### config.mk
export PLATFORM = sky130hd
export DESIGN_NAME = fixed_block_pool_allocator
export DESIGN_NICKNAME = d
export VERILOG_FILES = /design/src/hw/rtl/fbpa_pkg.sv /design/src/hw/rtl/fbpa_div.sv /design/src/hw/rtl/fbpa_dp.sv /design/src/hw/rtl/fbpa_ctrl.sv /design/src/hw/rtl/fixed_block_pool_allocator.sv
export SDC_FILE = /design/constraint.sdc
export NUM_CORES = 2
export LEC_CHECK = 0
export ABC_AREA = 1
export BUFFER_PORTS_ARGS = -buffer_cell sky130_fd_sc_hd__buf_2
export CELL_PAD_IN_SITES_DETAIL_PLACEMENT = 1
export CELL_PAD_IN_SITES_GLOBAL_PLACEMENT = 1
export CORE_UTILIZATION = 33
export CTS_CLUSTER_DIAMETER = 50
export DETAILED_ROUTE_END_ITERATION = 10
export GPL_TIMING_DRIVEN = 0
export HOLD_SLACK_MARGIN = 0.08
export PLACE_DENSITY_LB_ADDON = 0.1
export SYNTH_ARGS = -nofsm -noshare
export SYNTH_HDL_FRONTEND = slang
export SYNTH_SLANG_ARGS = --single-unit
### constraint.sdc
create_clock -name clk -period 15.35 [get_ports clk]
set_input_delay 0.7675 -clock clk [delete_from_list [all_inputs] [get_ports clk]]
set_output_delay 0.7675 -clock clk [all_outputs]
set_load 0.01 [all_outputs]
### src/hw/rtl/fbpa_pkg.sv
package fbpa_pkg;

  // Fixed field widths
  localparam int ADDR_W  = 32;
  localparam int SIZE_W  = 13;
  localparam int COUNT_W = 9;
  localparam int FUNC_W  = 2;
  localparam int STAT_W  = 3;
  localparam int REG_W   = 2;
  localparam int CFG_W   = 32;

  // Largest block size accepted before rounding
  localparam int SIZE_MAX = 4096;

  // Operation codes
  localparam logic [FUNC_W-1:0] FUNC_INIT  = 2'd0;
  localparam logic [FUNC_W-1:0] FUNC_ALLOC = 2'd1;
  localparam logic [FUNC_W-1:0] FUNC_FREE  = 2'd2;

  // Result status codes
  localparam logic [STAT_W-1:0] ST_OK          = 3'd0;
  localparam logic [STAT_W-1:0] ST_NULL_ADDR   = 3'd1;
  localparam logic [STAT_W-1:0] ST_DOUBLE_INIT = 3'd2;
  localparam logic [STAT_W-1:0] ST_NOT_INIT    = 3'd3;
  localparam logic [STAT_W-1:0] ST_ALL_FREE    = 3'd4;
  localparam logic [STAT_W-1:0] ST_POOL_EMPTY  = 3'd5;
  localparam logic [STAT_W-1:0] ST_OUT_OF_POOL = 3'd6;

  // Configuration register indexes
  localparam logic [REG_W-1:0] REG_POOL_BASE   = 2'd0;
  localparam logic [REG_W-1:0] REG_BLOCK_BYTES = 2'd1;
  localparam logic [REG_W-1:0] REG_BLOCK_COUNT = 2'd2;

  // Commands from the controller to the datapath
  typedef struct packed {
    logic              op_load;    // capture free offset
    logic              init_load;  // latch configuration
    logic              init_quot;  // size quotient by word
    logic              init_size;  // rounded block size
    logic              init_span;  // pool span in bytes
    logic              link_step;  // write one link of the initial list
    logic              init_done;  // finish init
    logic              div_start;  // start offset division
    logic              pop;        // take the head block
    logic              push;       // return a block to the head
    logic              emit;       // present a result beat
    logic [STAT_W-1:0] status;
  } fbpa_cmd_t;

  // Status from the datapath to the controller
  typedef struct packed {
    logic initialized;
    logic addr_zero;
    logic none_free;
    logic all_free;
    logic out_of_span;
    logic link_last;
    logic div_done;
    logic div_rem_zero;
  } fbpa_stat_t;

endpackage

### src/hw/rtl/fbpa_div.sv
module fbpa_div #(
  parameter int DVS_W = 13,
  parameter int QUO_W = 9
) (
  input  logic                   clk,
  input  logic                   rst,
  input  logic                   start,
  input  logic [DVS_W+QUO_W-2:0] dividend,
  input  logic [DVS_W-1:0]       divisor,
  output logic                   done,
  output logic [QUO_W-1:0]       quotient,
  output logic                   rem_zero
);

  localparam int DVD_W  = DVS_W + QUO_W - 1;
  localparam int STEP_W = $clog2(QUO_W + 1);

  logic [DVD_W-1:0]  rem;
  logic [DVD_W-1:0]  dsr;
  logic [QUO_W-1:0]  quo;
  logic [STEP_W-1:0] steps;
  logic              fits;

  assign fits = (rem >= dsr);

  // Count restoring steps, one quotient bit a cycle
  always_ff @(posedge clk) begin
    if (rst) begin
      steps <= '0;
      done  <= 1'b0;
    end else begin
      done <= (steps == STEP_W'(1));
      if (start) begin
        steps <= STEP_W'(QUO_W);
      end else if (steps != '0) begin
        steps <= steps - STEP_W'(1);
      end
    end
  end

  // Subtract the shifted divisor where it fits
  always_ff @(posedge clk) begin
    if (start) begin
      rem <= dividend;
      dsr <= {divisor, {(QUO_W-1){1'b0}}};
    end else if (steps != '0) begin
      if (fits) begin
        rem <= rem - dsr;
      end
      quo <= {quo[QUO_W-2:0], fits};
      dsr <= dsr >> 1;
    end
  end

  assign quotient = quo;
  assign rem_zero = (rem == '0);

endmodule

### src/hw/rtl/fbpa_dp.sv
module fbpa_dp #(
  parameter int MAX_BLOCKS = 256,
  parameter int WORD_BYTES = 4
) (
  input  logic                          clk,
  input  logic                          rst,
  input  logic                          cfg_wr_en,
  input  logic [fbpa_pkg::REG_W-1:0]    cfg_index,
  input  logic [fbpa_pkg::CFG_W-1:0]    cfg_wdata,
  input  logic [fbpa_pkg::ADDR_W-1:0]   block_addr,
  input  fbpa_pkg::fbpa_cmd_t           cmd,
  output fbpa_pkg::fbpa_stat_t          stat,
  output logic                          done,
  output logic [fbpa_pkg::STAT_W-1:0]   status,
  output logic [fbpa_pkg::ADDR_W-1:0]   alloc_addr,
  output logic [fbpa_pkg::COUNT_W-1:0]  free_count
);

  localparam int IW      = $clog2(MAX_BLOCKS);
  localparam int CW      = fbpa_pkg::COUNT_W;
  localparam int ZW      = fbpa_pkg::SIZE_W;
  localparam int AW      = fbpa_pkg::ADDR_W;
  localparam int SW      = ZW + CW - 1;
  localparam int RSHIFT  = 20;
  localparam int RECIP_W = RSHIFT + 1;
  localparam int RECIP   = ((1 << RSHIFT) + WORD_BYTES - 1) / WORD_BYTES;
  localparam int CMPW    = (IW + 1 > CW) ? IW + 1 : CW;

  // Configuration registers
  logic [AW-1:0] cfg_base;
  logic [ZW-1:0] cfg_bytes;
  logic [CW-1:0] cfg_count;

  // Pool state
  logic [AW-1:0] held_base;
  logic [CW-1:0] held_count;
  logic [ZW-1:0] rsize;
  logic [SW-1:0] span;
  logic [IW-1:0] head;
  logic [CW-1:0] blocks_free;
  logic [CW-1:0] blocks_free_next;
  logic          initialized;
  logic [IW-1:0] link_i;

  // Working registers
  logic [ZW-1:0] round_in_q;
  logic [ZW-1:0] quot;
  logic [AW-1:0] off_q;
  logic [AW-1:0] prod;
  logic [IW-1:0] rd_link;

  // Link memory
  logic [IW-1:0] link_mem [MAX_BLOCKS];

  logic [ZW-1:0]         req_clamped;
  logic [CW-1:0]         cnt_clamped;
  logic [ZW-1:0]         round_in;
  logic [ZW+RECIP_W-1:0] recip_prod;
  logic [ZW+3:0]         size_prod;
  logic [CW+ZW-1:0]      span_prod;
  logic [IW+ZW-1:0]      addr_prod;
  logic [CW+IW-1:0]      quot_ext;
  logic [IW-1:0]         free_idx;
  logic [IW-1:0]         link_val;
  logic                  link_we;
  logic [IW-1:0]         link_waddr;
  logic [IW-1:0]         link_wdata;
  logic [CW-1:0]         div_quot;
  logic                  div_done;
  logic                  div_rem_zero;

  // Write configuration registers
  always_ff @(posedge clk) begin
    if (rst) begin
      cfg_base  <= '0;
      cfg_bytes <= ZW'(4);
      cfg_count <= CW'(1);
    end else if (cfg_wr_en) begin
      unique case (cfg_index)
        fbpa_pkg::REG_POOL_BASE:   cfg_base  <= cfg_wdata[AW-1:0];
        fbpa_pkg::REG_BLOCK_BYTES: cfg_bytes <= cfg_wdata[ZW-1:0];
        fbpa_pkg::REG_BLOCK_COUNT: cfg_count <= cfg_wdata[CW-1:0];
        default: ;
      endcase
    end
  end

  // Clamp requested size and count
  always_comb begin
    if (cfg_bytes == '0) begin
      req_clamped = ZW'(1);
    end else if (int'(cfg_bytes) > fbpa_pkg::SIZE_MAX) begin
      req_clamped = ZW'(fbpa_pkg::SIZE_MAX);
    end else begin
      req_clamped = cfg_bytes;
    end
    if (cfg_count == '0) begin
      cnt_clamped = CW'(1);
    end else if (int'(cfg_count) > MAX_BLOCKS) begin
      cnt_clamped = CW'(MAX_BLOCKS);
    end else begin
      cnt_clamped = cfg_count;
    end
  end

  assign round_in   = req_clamped + ZW'(WORD_BYTES - 1);
  assign recip_prod = round_in_q * RECIP_W'(RECIP);
  assign size_prod  = quot * 4'(WORD_BYTES);
  assign span_prod  = held_count * rsize;
  assign addr_prod  = head * rsize;

  // Quotient index of a freed block
  assign quot_ext = {{IW{1'b0}}, div_quot};
  assign free_idx = quot_ext[IW-1:0];

  // Link of the current block during the initial walk
  assign link_val = stat.link_last ? '0 : link_i + IW'(1);

  // Pick the link write source
  assign link_we    = cmd.link_step | cmd.push;
  assign link_waddr = cmd.link_step ? link_i : free_idx;
  assign link_wdata = cmd.link_step ? link_val : head;

  always_ff @(posedge clk) begin
    if (link_we) begin
      link_mem[link_waddr] <= link_wdata;
    end
    rd_link <= link_mem[head];
  end

  // Next free count
  always_comb begin
    priority if (cmd.init_done) begin
      blocks_free_next = held_count;
    end else if (cmd.pop) begin
      blocks_free_next = blocks_free - CW'(1);
    end else if (cmd.push) begin
      blocks_free_next = blocks_free + CW'(1);
    end else begin
      blocks_free_next = blocks_free;
    end
  end

  // Update pool state
  always_ff @(posedge clk) begin
    if (rst) begin
      held_base   <= '0;
      held_count  <= '0;
      rsize       <= '0;
      head        <= '0;
      blocks_free <= '0;
      initialized <= 1'b0;
      link_i      <= '0;
      done        <= 1'b0;
    end else begin
      if (cmd.init_load) begin
        held_base  <= cfg_base;
        held_count <= cnt_clamped;
        link_i     <= '0;
      end
      if (cmd.init_size) begin
        rsize <= size_prod[ZW-1:0];
      end
      if (cmd.link_step) begin
        link_i <= link_i + IW'(1);
      end
      priority if (cmd.init_done) begin
        head <= '0;
      end else if (cmd.pop) begin
        head <= rd_link;
      end else if (cmd.push) begin
        head <= free_idx;
      end
      blocks_free <= blocks_free_next;
      if (cmd.init_done) begin
        initialized <= 1'b1;
      end
      done <= cmd.emit;
    end
  end

  // Hold working values and the result beat
  always_ff @(posedge clk) begin
    if (cmd.init_load) begin
      round_in_q <= round_in;
    end
    if (cmd.init_quot) begin
      quot <= recip_prod[RSHIFT +: ZW];
    end
    if (cmd.init_span) begin
      span <= span_prod[SW-1:0];
    end
    if (cmd.op_load) begin
      off_q <= block_addr - held_base;
    end
    prod <= AW'(addr_prod);
    if (cmd.emit) begin
      status     <= cmd.status;
      alloc_addr <= cmd.pop ? held_base + prod : '0;
      free_count <= blocks_free_next;
    end
  end

  fbpa_div #(
    .DVS_W (ZW),
    .QUO_W (CW)
  ) u_div (
    .clk      (clk),
    .rst      (rst),
    .start    (cmd.div_start),
    .dividend (off_q[SW-1:0]),
    .divisor  (rsize),
    .done     (div_done),
    .quotient (div_quot),
    .rem_zero (div_rem_zero)
  );

  // Report status to the controller
  always_comb begin
    stat.initialized  = initialized;
    stat.addr_zero    = (block_addr == '0);
    stat.none_free    = (blocks_free == '0);
    stat.all_free     = (blocks_free >= held_count);
    stat.out_of_span  = (off_q >= AW'(span));
    stat.link_last    = ((CMPW'(link_i) + CMPW'(1)) == CMPW'(held_count));
    stat.div_done     = div_done;
    stat.div_rem_zero = div_rem_zero;
  end

  a_free_bound: assert property (@(posedge clk) disable iff (rst)
    blocks_free <= held_count)
    else $error("free count above pool size");

  a_init_sticky: assert property (@(posedge clk) disable iff (rst)
    initialized |=> initialized)
    else $error("pool lost its init state");

  a_link_range: assert property (@(posedge clk) disable iff (rst)
    cmd.link_step |-> (CMPW'(link_i) < CMPW'(held_count)))
    else $error("link walk beyond pool");

endmodule

### src/hw/rtl/fbpa_ctrl.sv
module fbpa_ctrl (
  input  logic                        clk,
  input  logic                        rst,
  input  logic                        start,
  input  logic [fbpa_pkg::FUNC_W-1:0] func,
  input  fbpa_pkg::fbpa_stat_t        stat,
  output logic                        busy,
  output fbpa_pkg::fbpa_cmd_t         cmd
);

  localparam int STATE_W = 3;

  localparam logic [STATE_W-1:0] S_IDLE      = 3'd0;
  localparam logic [STATE_W-1:0] S_INIT_Q    = 3'd1;
  localparam logic [STATE_W-1:0] S_INIT_SZ   = 3'd2;
  localparam logic [STATE_W-1:0] S_INIT_SPAN = 3'd3;
  localparam logic [STATE_W-1:0] S_INIT_LINK = 3'd4;
  localparam logic [STATE_W-1:0] S_ALLOC     = 3'd5;
  localparam logic [STATE_W-1:0] S_FREE_CHK  = 3'd6;
  localparam logic [STATE_W-1:0] S_FREE_DIV  = 3'd7;

  logic [STATE_W-1:0] state;
  logic [STATE_W-1:0] state_next;

  assign busy = (state != S_IDLE);

  // Decode the item and sequence its steps
  always_comb begin
    cmd        = '0;
    cmd.status = fbpa_pkg::ST_OK;
    state_next = state;
    unique case (state)
      S_IDLE: begin
        if (start) begin
          unique case (func)
            fbpa_pkg::FUNC_INIT: begin
              if (stat.initialized) begin
                cmd.emit   = 1'b1;
                cmd.status = fbpa_pkg::ST_DOUBLE_INIT;
              end else begin
                cmd.init_load = 1'b1;
                state_next    = S_INIT_Q;
              end
            end
            fbpa_pkg::FUNC_ALLOC: begin
              priority if (!stat.initialized) begin
                cmd.emit   = 1'b1;
                cmd.status = fbpa_pkg::ST_NOT_INIT;
              end else if (stat.none_free) begin
                cmd.emit   = 1'b1;
                cmd.status = fbpa_pkg::ST_POOL_EMPTY;
              end else begin
                state_next = S_ALLOC;
              end
            end
            fbpa_pkg::FUNC_FREE: begin
              cmd.op_load = 1'b1;
              priority if (stat.addr_zero) begin
                cmd.emit   = 1'b1;
                cmd.status = fbpa_pkg::ST_NULL_ADDR;
              end else if (!stat.initialized) begin
                cmd.emit   = 1'b1;
                cmd.status = fbpa_pkg::ST_NOT_INIT;
              end else if (stat.all_free) begin
                cmd.emit   = 1'b1;
                cmd.status = fbpa_pkg::ST_ALL_FREE;
              end else begin
                state_next = S_FREE_CHK;
              end
            end
            default: begin
              cmd.emit = 1'b1;
            end
          endcase
        end
      end
      S_INIT_Q: begin
        cmd.init_quot = 1'b1;
        state_next    = S_INIT_SZ;
      end
      S_INIT_SZ: begin
        cmd.init_size = 1'b1;
        state_next    = S_INIT_SPAN;
      end
      S_INIT_SPAN: begin
        cmd.init_span = 1'b1;
        state_next    = S_INIT_LINK;
      end
      S_INIT_LINK: begin
        cmd.link_step = 1'b1;
        if (stat.link_last) begin
          cmd.init_done = 1'b1;
          cmd.emit      = 1'b1;
          state_next    = S_IDLE;
        end
      end
      S_ALLOC: begin
        cmd.pop    = 1'b1;
        cmd.emit   = 1'b1;
        state_next = S_IDLE;
      end
      S_FREE_CHK: begin
        if (stat.out_of_span) begin
          cmd.emit   = 1'b1;
          cmd.status = fbpa_pkg::ST_OUT_OF_POOL;
          state_next = S_IDLE;
        end else begin
          cmd.div_start = 1'b1;
          state_next    = S_FREE_DIV;
        end
      end
      S_FREE_DIV: begin
        if (stat.div_done) begin
          cmd.emit = 1'b1;
          if (stat.div_rem_zero) begin
            cmd.push = 1'b1;
          end else begin
            cmd.status = fbpa_pkg::ST_OUT_OF_POOL;
          end
          state_next = S_IDLE;
        end
      end
    endcase
  end

  always_ff @(posedge clk) begin
    if (rst) begin
      state <= S_IDLE;
    end else begin
      state <= state_next;
    end
  end

  a_div_latency: assert property (@(posedge clk) disable iff (rst)
    cmd.div_start |-> ##(fbpa_pkg::COUNT_W + 1) stat.div_done)
    else $error("divider finished off schedule");

  a_pop_nonempty: assert property (@(posedge clk) disable iff (rst)
    cmd.pop |-> !stat.none_free)
    else $error("pop from an empty list");

endmodule

### src/hw/rtl/fixed_block_pool_allocator.sv
// Channel   Ports                                   Beat taken when
// -------   -------------------------------------   -------------------------
// item in   start, busy, func, block_addr           start high and busy low
// result    done, status, alloc_addr, free_count    done high (one cycle)
// config    cfg_wr_en, cfg_index, cfg_wdata         cfg_wr_en high
//
// Each item gives one result beat on the cycle after its last step; busy is
// low in that cycle, so the next item may be taken there.
// Errors and unused codes are answered from idle; allocate waits for the link
// memory read and index-times-size product; a free beyond the pool span ends
// at the span check; any other free runs the 9-step restoring divider; init
// writes one link per cycle. Synchronous reset; no memory clearing pass.
// The receiver cannot stall; results are never held back.
module fixed_block_pool_allocator #(
  parameter int MAX_BLOCKS = 256,
  parameter int WORD_BYTES = 4
) (
  input  logic                         clk,
  input  logic                         rst,
  input  logic                         start,
  output logic                         busy,
  input  logic [fbpa_pkg::FUNC_W-1:0]  func,
  input  logic [fbpa_pkg::ADDR_W-1:0]  block_addr,
  input  logic                         cfg_wr_en,
  input  logic [fbpa_pkg::REG_W-1:0]   cfg_index,
  input  logic [fbpa_pkg::CFG_W-1:0]   cfg_wdata,
  output logic                         done,
  output logic [fbpa_pkg::STAT_W-1:0]  status,
  output logic [fbpa_pkg::ADDR_W-1:0]  alloc_addr,
  output logic [fbpa_pkg::COUNT_W-1:0] free_count
);

  fbpa_pkg::fbpa_cmd_t  cmd;
  fbpa_pkg::fbpa_stat_t stat;
  logic                 item_start;

  // Take a new item only while idle
  assign item_start = start & ~busy;

  fbpa_ctrl u_ctrl (
    .clk   (clk),
    .rst   (rst),
    .start (item_start),
    .func  (func),
    .stat  (stat),
    .busy  (busy),
    .cmd   (cmd)
  );

  fbpa_dp #(
    .MAX_BLOCKS (MAX_BLOCKS),
    .WORD_BYTES (WORD_BYTES)
  ) u_dp (
    .clk        (clk),
    .rst        (rst),
    .cfg_wr_en  (cfg_wr_en),
    .cfg_index  (cfg_index),
    .cfg_wdata  (cfg_wdata),
    .block_addr (block_addr),
    .cmd        (cmd),
    .stat       (stat),
    .done       (done),
    .status     (status),
    .alloc_addr (alloc_addr),
    .free_count (free_count)
  );

endmodule

==> metrics.csv <==
stage,metric,value,unit
synth,Area contributors post-synth,"edfxtp_1 62%, nand3_1 9.8%, nand2_1 9.3%",
cells_and_area,fraction of layout cells with a size suffix above 1,0.0956,
worst_setup_path,Buffers & Inverters on Critical Path,7,
clock_network,Clock Tree Root,clkbuf_16,
sta,Achievable Freq,138,MHz
placed_design,dpl hpwl,369000,µm
worst_setup_path,slowest CP cell,clkbuf_1,
worst_setup_path,crit path to,u_dp.prod[17],
die,Rows,208,
grt,initial antenna violation count,33,
min_path,hold crit path type,primary input to flop,
pwr,leakage power total,47.0,nW
clock_network,CTS tree,done,
sta,post-layout minimum cycle time,7.24,ns
synth,post-synth top area cell,edfxtp_1,
synth,"Distinct cells, synth",55,
cells_and_area,FILL cells,35200,
clock_network,CTS Sinks,2383,
clock_network,clock slew at reported path FFs,0.06,ns
cells_and_area,area delta synth->final,18.6,%
grt,largest net degree at the start of global routing,41,
detailed_routing,First DRT Iteration DRCs,9514,
detailed_routing,Total Wirelength,504000,µm
run,max cap viols,21,
worst_setup_path,Worst R2R Setup Slack,8.11,ns
synth,Yosys reg bits,2383,
worst_setup_path,Critical Path Start,u_dp.head[4],
synth,syn nets,10300,
synth,mapped cell area,107000,µm²
sta,Slew HR,-0.0778,
worst_setup_path,WP data required,16.14,ns
worst_setup_path,FF-to-FF Start,u_dp.head[4],
detailed_routing,Vias/cell,5.55,
die,Initial Util,0.332,
worst_setup_path,CP most frequent cell,fa_1,
placed_design,gpl congestion,0.958,
detailed_routing,DR pass1 iterations,7,
grt,vias in the first global route,83400,
sta,final hold violation count,0,
worst_setup_path,RR Endpoint,u_dp.prod[17],
synth,Async SR Flop Fraction,0,
run_status,outcome,finished with violations,
detailed_routing,remaining antenna violation count after routing,0,
worst_setup_path,critical-path cell list,clkbuf_1 -> clkbuf_1 -> clkbuf_1 -> buf_1 -> nand2_1 -> inv_1 -> fa_1 -> fa_1 -> fa_1 -> inv_1 -> fa_1 -> inv_1 -> ha_1 -> a21o_1 -> a21oi_1 -> o21ai_0 -> a21boi_0 -> o21ai_0 -> xor2_1,
clock_network,CTS resizes,0,
sta,Final Setup Violations,0,
worst_setup_path,critical path arrival,8.03,ns
synth,most common cell in the netlist,nand2_1,
run_status,failing checks,"capacitance limit, slew limit",
die,die area,325000,µm²
sta,setup TNS,0,ns
synth,ys flop type,edfxtp_1,
synth,syn_area_per_cell,10.7,µm²
grt,first-pass GRT wire length,684000,µm
worst_setup_path,CP max stage delay,0.89,ns
detailed_routing,routed via count,84000,
worst_setup_path,crit start category,flop,
die,Die W,570,µm
worst_setup_path,crit path kind,flop to flop,
sta,Pins Over Slew Limit,138,
placed_design,Buffers on Ports,117,
clock_network,number of H-tree levels,5,
synth,Synth Instances,9970,
synth,sequential area share after synthesis,0.655,
worst_setup_path,Critical Path Stages,19,
sta,Worst Skew,0.107,ns
pwr,Power per Cell Area,156,nW/µm²
grt,GRT Util Overall,0.305,
die,count of boundary I/O pins,118,
worst_setup_path,Worst path top cell family by delay,buffers and inverters,
synth,Post-synth EDFFs,2207,
sta,Final Cycle Share,0.472,
synth,Post-synth top cells,"2626 x nand2_1, 2207 x edfxtp_1, 2092 x nand3_1",
sta,hold slack,0.132,ns
synth,post-synth top area share,0.622,
pwr,Peak supply drop,0.130,mV
clock_network,CTS Buf Count,347,
clock_network,CTS max path bufs,4,
cells_and_area,Nets,10900,
sta,RSZ-0062 raised after global routing,no,
die,Die Y,570,µm
worst_setup_path,worst reg2reg path depth,19,
sta,worst-margin pin slew,1.62,ns
grt,grt total ovfl,0,
die,Core Area,321000,µm²
synth,Syn. warnings,0,
worst_setup_path,CP Max Fanout,10,
detailed_routing,DRC,0,
detailed_routing,routed len/inst,33.3,µm
clock_network,"Clk Latency, worst-skew pair",0.99,ns
worst_setup_path,critical path capture point type,flop,
==> registers in the layout, indices dropped and copies added (netlist names), 9 cells and up <==
| name | flops |
|---|---|
| u_dp.prod | 19 |
| u_dp.link_mem | 2048 |
| u_dp.quot | 11 |
| u_dp.u_div.rem | 21 |
| u_dp.u_div.dsr | 21 |
| u_dp.held_count | 9 |
| u_dp.cfg_base | 32 |
| u_dp.cfg_count | 9 |
| u_dp.free_count | 9 |
| u_dp.span | 19 |
| u_dp.rsize | 11 |
| u_dp.round_in_q | 11 |
| u_dp.held_base | 32 |
| u_dp.off_q | 32 |
| u_dp.cfg_bytes | 13 |
| u_dp.alloc_addr | 32 |
| u_dp.blocks_free | 9 |
==> worst register-to-register path, stage by stage, from the launching register on <==
cell      delay (ns)
dfxtp_1         0.32
clkbuf_1        0.53
clkbuf_1        0.80
clkbuf_1        0.90
buf_1           0.53
nand2_1         0.11
inv_1           0.10
fa_1            0.44
fa_1            0.50
fa_1            0.49
inv_1           0.07
fa_1            0.54
inv_1           0.06
ha_1            0.33
a21o_1          0.20
a21oi_1         0.26
o21ai_0         0.18
a21boi_0        0.36
o21ai_0         0.17
xor2_1          0.24
==> area by class of cell <==
type | instances | area [µm²] | share of cell area
multi-input combinational | 6428 | 32300 | 0.256
tap | 4305 | 5390 | 0.0426
sequential | 2383 | 69800 | 0.552
timing repair buffer | 213 | 2510 | 0.0199
clock inverter | 234 | 2630 | 0.0208
buffer | 577 | 2440 | 0.0193
antenna | 8 | 20.0 | 0.000158
clock buffer | 404 | 9100 | 0.0720
inverter | 582 | 2190 | 0.0173
==> worst min path at each step <==
stage          cells after the start                 to                from  slack, ns
3_5_place_dp                       0       u_dp.quot[5]  u_dp.round_in_q[7]       0.41
3_3_place_gp                       0       u_dp.quot[4]  u_dp.round_in_q[6]       0.40
4_1_cts                            3  u_dp.cfg_base[17]       cfg_wdata[17]       0.08
5_1_grt                            3  u_dp.cfg_base[13]       cfg_wdata[13]       0.13
6_report                           3  u_dp.cfg_base[17]       cfg_wdata[17]       0.13
2_1_floorplan                      0       u_dp.quot[0]  u_dp.round_in_q[2]       0.40
==> report_power, final <==
part	total, mW	switching, mW	internal (mW)
clock network	8.21	3.25	4.96
logic	3.80	2.91	0.892
registers	7.67	0.115	7.56
total	19.7	6.27	13.4
==> through the flow <==
step | util | setup slack, ns | power, mW | std cells | instance area (µm²)
2_1_floorplan | - | 5.47 | 9.74 | 9970 | 107000
3_3_place_gp | 0.350 | -8.05 | 11.6 | 14400 | 113000
3_5_place_dp | 0.357 | 8.27 | 11.5 | 14500 | 115000
4_1_cts | 0.394 | 8.22 | 19.7 | 15100 | 126000
5_1_grt | 0.394 | 8.04 | 20.2 | 15100 | 126000
6_report | 0.394 | 8.11 | 19.7 | 15100 | 126000
==> cell families after synthesis <==
kind of cell | after synthesis | synth area share
XOR/XNOR | 83 | 0.00682
flip-flops | 2383 | 0.655
AND/OR/NAND/NOR | 5436 | 0.220
adder cells (fa/ha/maj) | 306 | 0.0444
buffers and inverters | 1159 | 0.0431
AO/OA/AOI/OAI | 603 | 0.0310
==> timing repair <==
item	in CTS	in global routing
hold buffers	12	0
hold endpoints to repair	12	0
setup buffers	0	0
==> layout by cell type (no fill, tap or decap), types with 58 or more instances in the layout <==
cell	netlist	layout
nor2_1	599	592
fa_1	120	120
edfxtp_1	2207	2207
clkbuf_16	0	352
inv_1	568	567
nand3_1	2092	2092
dfxtp_1	176	176
ha_1	186	186
buf_1	65	58
nand2_1	2626	2626
o21ai_0	231	231
a21oi_1	247	247
buf_2	172	296
clkbuf_1	337	353
==> layer usage <==
layer / up-vias / share of wire / GRT usage / wire [µm]
li1: 35700 / - / - / -
met5: - / 0.00027 / 0 / 138
met1: 43500 / 0.42 / 0.404 / 210000
met2: 3730 / 0.45 / 0.476 / 226000
met4: 20 / 0.051 / 0.139 / 25600
met3: 976 / 0.084 / 0.0654 / 42200
Note: power is estimated with default switching activity, not from simulation.
